[src/odc_pkg.sv]
// shared constants and count arithmetic for the odd divisor counter
package odc_pkg;

   localparam int VALUE_WIDTH = 47;
   localparam int DIV_WIDTH   = VALUE_WIDTH / 2 + 1;
   localparam int STEP_WIDTH  = $clog2(VALUE_WIDTH);
   localparam int EXP_WIDTH   = $clog2(VALUE_WIDTH + 1);
   localparam int FAC_WIDTH   = EXP_WIDTH + 1;
   localparam int COUNT_WIDTH = 15;
   localparam int PROD_WIDTH  = COUNT_WIDTH + FAC_WIDTH;

   localparam logic [COUNT_WIDTH-1:0] COUNT_MAX = {COUNT_WIDTH{1'b1}};

   typedef logic [VALUE_WIDTH-1:0] value_type;
   typedef logic [DIV_WIDTH-1:0]   divisor_type;
   typedef logic [COUNT_WIDTH-1:0] count_type;
   typedef logic [FAC_WIDTH-1:0]   factor_type;

   function automatic count_type sat_mul(input count_type a, input factor_type b);
      logic [PROD_WIDTH-1:0] p;
      p = PROD_WIDTH'(a) * PROD_WIDTH'(b);
      if (p > PROD_WIDTH'(COUNT_MAX)) begin
         return COUNT_MAX;
      end
      return p[COUNT_WIDTH-1:0];
   endfunction

endpackage

[src/odd_divisor_counter_unit.sv]
// odd divisor counter: trial division over one shared restoring divider
// sequence: the trailing zeros are stripped first, then one division per
//   odd trial divisor up to the square root of the odd part plus one per factor found;
//   a zero value is flagged as bad input without any division
// throughput: one transaction at a time; the bit-serial divider sets the pace
// reset: synchronous, active high; clears the sequencer and the result valid
module odd_divisor_counter_unit
   import odc_pkg::*;
(
   input  logic                   clock,
   input  logic                   reset,
   input  logic                   req_valid,
   output logic                   req_stall,
   input  logic [VALUE_WIDTH-1:0] req_value,
   output logic                   rsp_valid,
   input  logic                   rsp_stall,
   output logic [COUNT_WIDTH-1:0] rsp_ways,
   output logic                   rsp_bad_input
);

   localparam logic [2:0] ST_IDLE  = 3'd0;
   localparam logic [2:0] ST_STRIP = 3'd1;
   localparam logic [2:0] ST_DIV   = 3'd2;
   localparam logic [2:0] ST_CHECK = 3'd3;
   localparam logic [2:0] ST_DONE  = 3'd4;

   localparam logic [STEP_WIDTH-1:0] LAST_STEP = STEP_WIDTH'(VALUE_WIDTH - 1);

   logic [2:0]            state_ff, state_in;
   value_type             rem_ff, rem_in;
   divisor_type           div_ff, div_in;
   count_type             cnt_ff, cnt_in;
   logic [EXP_WIDTH-1:0]  exp_ff, exp_in;
   divisor_type           acc_ff, acc_in;
   value_type             quo_ff, quo_in;
   logic [STEP_WIDTH-1:0] step_ff, step_in;
   logic                  bad_ff, bad_in;
   logic                  rsp_valid_ff, rsp_valid_in;
   count_type             rsp_ways_ff, rsp_ways_in;
   logic                  rsp_bad_ff, rsp_bad_in;

   logic [DIV_WIDTH:0]    trial;
   logic                  fits;
   logic                  div_le_quo;
   logic                  rem_done;
   count_type             final_cnt;
   logic                  out_free;

   assign trial      = {acc_ff, quo_ff[VALUE_WIDTH-1]};
   assign fits       = trial >= {1'b0, div_ff};
   assign div_le_quo = VALUE_WIDTH'(div_ff) <= quo_ff;
   assign rem_done   = acc_ff == '0;
   assign final_cnt  = (rem_ff > VALUE_WIDTH'(1)) ? sat_mul(cnt_ff, FAC_WIDTH'(2)) : cnt_ff;
   assign out_free   = !rsp_valid_ff || !rsp_stall;

   always_comb begin
      state_in     = state_ff;
      rem_in       = rem_ff;
      div_in       = div_ff;
      cnt_in       = cnt_ff;
      exp_in       = exp_ff;
      acc_in       = acc_ff;
      quo_in       = quo_ff;
      step_in      = step_ff;
      bad_in       = bad_ff;
      rsp_valid_in = rsp_valid_ff;
      rsp_ways_in  = rsp_ways_ff;
      rsp_bad_in   = rsp_bad_ff;

      if (rsp_valid_ff && !rsp_stall) begin
         rsp_valid_in = 1'b0;
      end

      unique case (state_ff)
         ST_IDLE: begin
            if (req_valid) begin
               rem_in = req_value;
               cnt_in = COUNT_WIDTH'(1);
               exp_in = '0;
               div_in = DIV_WIDTH'(3);
               if (req_value == '0) begin
                  bad_in   = 1'b1;
                  state_in = ST_DONE;
               end else begin
                  bad_in   = 1'b0;
                  state_in = ST_STRIP;
               end
            end
         end
         ST_STRIP: begin
            if (rem_ff[0]) begin
               acc_in   = '0;
               quo_in   = rem_ff;
               step_in  = '0;
               state_in = ST_DIV;
            end else begin
               rem_in = rem_ff >> 1;
            end
         end
         ST_DIV: begin
            acc_in  = fits ? DIV_WIDTH'(trial - {1'b0, div_ff}) : trial[DIV_WIDTH-1:0];
            quo_in  = {quo_ff[VALUE_WIDTH-2:0], fits};
            step_in = step_ff + STEP_WIDTH'(1);
            if (step_ff == LAST_STEP) begin
               state_in = ST_CHECK;
            end
         end
         ST_CHECK: begin
            acc_in  = '0;
            step_in = '0;
            if (rem_done && (exp_ff != '0 || div_le_quo)) begin
               rem_in   = quo_ff;
               exp_in   = exp_ff + EXP_WIDTH'(1);
               state_in = ST_DIV;
            end else if (exp_ff != '0) begin
               cnt_in   = sat_mul(cnt_ff, FAC_WIDTH'(exp_ff) + FAC_WIDTH'(1));
               exp_in   = '0;
               div_in   = div_ff + DIV_WIDTH'(2);
               quo_in   = rem_ff;
               state_in = ST_DIV;
            end else if (div_le_quo) begin
               div_in   = div_ff + DIV_WIDTH'(2);
               quo_in   = rem_ff;
               state_in = ST_DIV;
            end else begin
               state_in = ST_DONE;
            end
         end
         ST_DONE: begin
            if (out_free) begin
               rsp_valid_in = 1'b1;
               rsp_bad_in   = bad_ff;
               rsp_ways_in  = bad_ff ? '0 : final_cnt - COUNT_WIDTH'(1);
               state_in     = ST_IDLE;
            end
         end
         default: begin
            state_in = ST_IDLE;
         end
      endcase
   end

   always_ff @(posedge clock) begin
      if (reset) begin
         state_ff     <= ST_IDLE;
         rsp_valid_ff <= 1'b0;
      end else begin
         state_ff     <= state_in;
         rsp_valid_ff <= rsp_valid_in;
      end
   end

   always_ff @(posedge clock) begin
      rem_ff      <= rem_in;
      div_ff      <= div_in;
      cnt_ff      <= cnt_in;
      exp_ff      <= exp_in;
      acc_ff      <= acc_in;
      quo_ff      <= quo_in;
      step_ff     <= step_in;
      bad_ff      <= bad_in;
      rsp_ways_ff <= rsp_ways_in;
      rsp_bad_ff  <= rsp_bad_in;
   end

   assign req_stall     = state_ff != ST_IDLE;
   assign rsp_valid     = rsp_valid_ff;
   assign rsp_ways      = rsp_ways_ff;
   assign rsp_bad_input = rsp_bad_ff;

endmodule
[config.mk]
export PLATFORM = sky130hd
export DESIGN_NAME = odd_divisor_counter_unit
export DESIGN_NICKNAME = d
export VERILOG_FILES = /design/src/odc_pkg.sv /design/src/odd_divisor_counter_unit.sv
export SDC_FILE = /design/constraint.sdc
export NUM_CORES = 1
export LEC_CHECK = 0
export ABC_AREA = 1
export ABC_CLOCK_PERIOD_IN_PS = 7200
export BUFFER_PORTS_ARGS = -buffer_cell sky130_fd_sc_hd__buf_2
export CELL_PAD_IN_SITES_DETAIL_PLACEMENT = 0
export CELL_PAD_IN_SITES_GLOBAL_PLACEMENT = 1
export CORE_MARGIN = 10
export CORE_UTILIZATION = 48
export CTS_BUF_LIST = sky130_fd_sc_hd__clkbuf_16
export DETAILED_ROUTE_END_ITERATION = 8
export GPL_ROUTABILITY_DRIVEN = 0
export PLACE_DENSITY = 0.8
export SYNTH_ARGS = -nofsm -noshare
export SYNTH_HDL_FRONTEND = slang
export SYNTH_SLANG_ARGS = --single-unit
[constraint.sdc]
create_clock -name clock -period 7.2 [get_ports clock]
set_clock_uncertainty 0.15 [all_clocks]
set_input_delay 0.36 -clock clock [delete_from_list [all_inputs] [get_ports clock]]
set_output_delay 0.36 -clock clock [all_outputs]
set_load 0.01 [all_outputs]
==> results.tsv <==
stage	metric	value	unit
outcome	status	finished, violations left	
outcome	failing checks	hold timing	
grt	first-pass GRT wire length	70.5	mm
floorplan	DIE WIDTH	199	um
yosys	post-synth cell types	47	
run	Max Cap Viol	0	
route	number of routed nets with antenna violations	0	
yosys	Synth top area share	35.9	%
yosys	syn_nets	2177	
sta	Hold Slack	-0.00312	ns
route	WL final	43.2	mm
yosys	post-synthesis sequential area ratio	36.5	%
sta	Final Max Slew Viols	0	
critical_path	CP max FO	15	
yosys	leading post-synthesis cells by cell area	edfxtp_1 (36%), nand2_1 (11%), fa_1 (8.4%)	
critical_path	critical path type	flip-flop to flip-flop	
critical_path	WP data arrival	6.48	ns
clock_network	Root Buffer	clkbuf_16	
grt	total congestion overflow	0	
layout	design area	16700	um^2
placement	port bufs	68	
clock_network	CTS max path bufs	2	
sta	Final WS setup	0.780	ns
critical_path	Startpoint Class	flip-flop	
sta	Max-slew headroom	36.2	%
clock_network	post_cts resized	0	
yosys	synth cell count leaders	nand2_1 (457), inv_1 (334), nor2_1 (216), edfxtp_1 (185), nand3_1 (108)	
route	# DRC	0	
route	max layer used	met4	
sta	TNS Setup	0	ns
route	drt wl/cell	17.8	um
grt	initial antenna violation count	0	
floorplan	Ports	69	
placement	worst slack, placed	0.860	ns
worst_hold_path	Hold WC Path Type	input port to flip-flop	
grt	total track usage	22.6	%
route	DR WL met2	20.3	mm
critical_path	Worst setup EP type	flip-flop	
route	Vias	13200	
layout	share of cells above drive strength 1	7.31	%
clock_network	worst skew pair latency	0.46	ns
clock_network	clock buffer count from CTS	17	
clock_network	CTS H-tree depth	4	
yosys	Synth area leader	edfxtp_1	
floorplan	die area	39800	um^2
floorplan	Core Region	31600	um^2
critical_path	CP max-delay cell	fa_1	
sta	RSZ-0062 raised after global routing	false	
yosys	Avg Inst Size Synth	7.85	um^2
clock_network	clk sinks	189	
placement	hpwl dp	33.1	mm
yosys	top-count cell post-synth	nand2_1	
route	metal3 WL	1.80	mm
yosys	number of flops mapped to enable cells by yosys	185	
layout	antenna diode count	0	
critical_path	CP max stage delay	0.57	ns
floorplan	height of the die	199	um
grt	vias in the first global route	13000	
sta	Final Hold Viols	1	
clock_network	cts hold-fix bufs	0	
route	First DRT Iteration DRCs	972	
clock_network	clock slew at reported path FFs	0.08	ns
floorplan	num rows	65	
grt	largest net degree at the start of global routing	89	
sta	Final setup viols	0	
critical_path	Worst Path Buf+Inv	6	
route	TritonRoute pass-1 iters	6	
sta	worst slew pin tran	0.954	ns
layout	Net count, final	2220	
route	Avg Vias per Cell	5.43	
yosys	Yosys warnings	0	
yosys	async set-reset flop share out of synthesis	0	%
clock_network	Post-CTS Setup Inserts	0	
yosys	Most used DFF post-synth	edfxtp_1	
yosys	cells after synthesis	1968	
layout	Area Growth Syn to Fin	8.20	%
yosys	Netlist Area Pre-Place	15500	um^2
placement	Placed Area	16200	um^2
floorplan	Initial Utilization	48.9	%
sta	crit path time final	6.42	ns
critical_path	top cell family by delay on the critical path	adder cells	
clock_network	CTS tree	built	
sta	fin crit share	89.2	%
sta	highest clock rate	156	MHz
critical_path	Top cell by count, worst path	inv_1	
route	DRT met1 WL	19.6	mm
critical_path	Crit path required time	7.26	ns
yosys	Yosys reg bits	189	
placed cells by master, fill, tap and decap left out, types with 25 or more instances in the layout:
master and n:
buf_2 68, nor2_1 212, nor4_1 26, nand4_1 48, ha_1 93, nand2_1 457, o211ai_1 25, nor3_1 35
a21oi_1 81, edfxtp_1 185, nand3_1 108, o21ai_0 94, fa_1 65, inv_1 334
logic make-up (layout without fill, tap and decap cells):
logic type | count (synthesis) | in the layout | synth area share (%)
buf+inv | 395 | 451 | 9.87
compound gates | 263 | 263 | 10.1
fa+ha+maj | 158 | 158 | 15.9
simple gates | 930 | 930 | 25.8
flops | 189 | 189 | 36.5
xor+xnor | 33 | 33 | 1.87
flip-flops by register name, summed over array words and instances, names as in the netlist, 6 cells and up:
signal and flops:
quo_ff 47, rem_ff 47, acc_ff 24, div_ff 23, cnt_ff 15, rsp_ways 15, exp_ff 6, step_ff 6
layer usage:
layer | track usage [%] | up-vias
li1 | - | 6576
met1 | 30.1 | 6201
met2 | 36.8 | 337
met3 | 2.69 | 65
met4 | 9.03 | 0
met5 | 0 | -
worst paths after layout:
check | from | to | slack [ns] | cells past startpoint
max reg2reg | exp_ff[0] | cnt_ff[13] | 0.78 | 26
min | reset | state_ff[2] | -0.003 | 2
min reg2reg | quo_ff[23] | quo_ff[24] | 0.41 | 2
max | exp_ff[0] | cnt_ff[13] | 0.78 | 26
per-stage QoR:
step | hold WS, ns | utilization, % | std cells
final | -0.00312 | 52.9 | 2426
after global routing | 0.00581 | 52.9 | 2426
after CTS | 0.00234 | 52.9 | 2426
after detailed placement | 0.392 | 51.1 | 2394
after global placement | 0.389 | 51.1 | 2394
after floorplan | 0.279 | - | 1968
worst register-to-register path: cells and delay by family (launching register included):
kind                       cells  cell delay, ns
AOI/OAI and AO/OA              3            0.44
adders and majority gates      5            2.51
buffers and inverters          6            0.49
DFF                            1            0.50
and+or+nand+nor               12            2.06
cell type report:
class,count,area [um^2]
Fill cell,3066,14900
Clock inverter,15,136
Timing Repair Buffer,80,430
Inverter,339,1270
Tap cell,402,503
Clock buffer,17,425
Sequential cell,189,5640
Multi-Input combinational cell,1384,8320
Power is left out: the tool's default activity adds up to more than one toggle a clock period on the data nets, which glitch-free logic cannot reach.
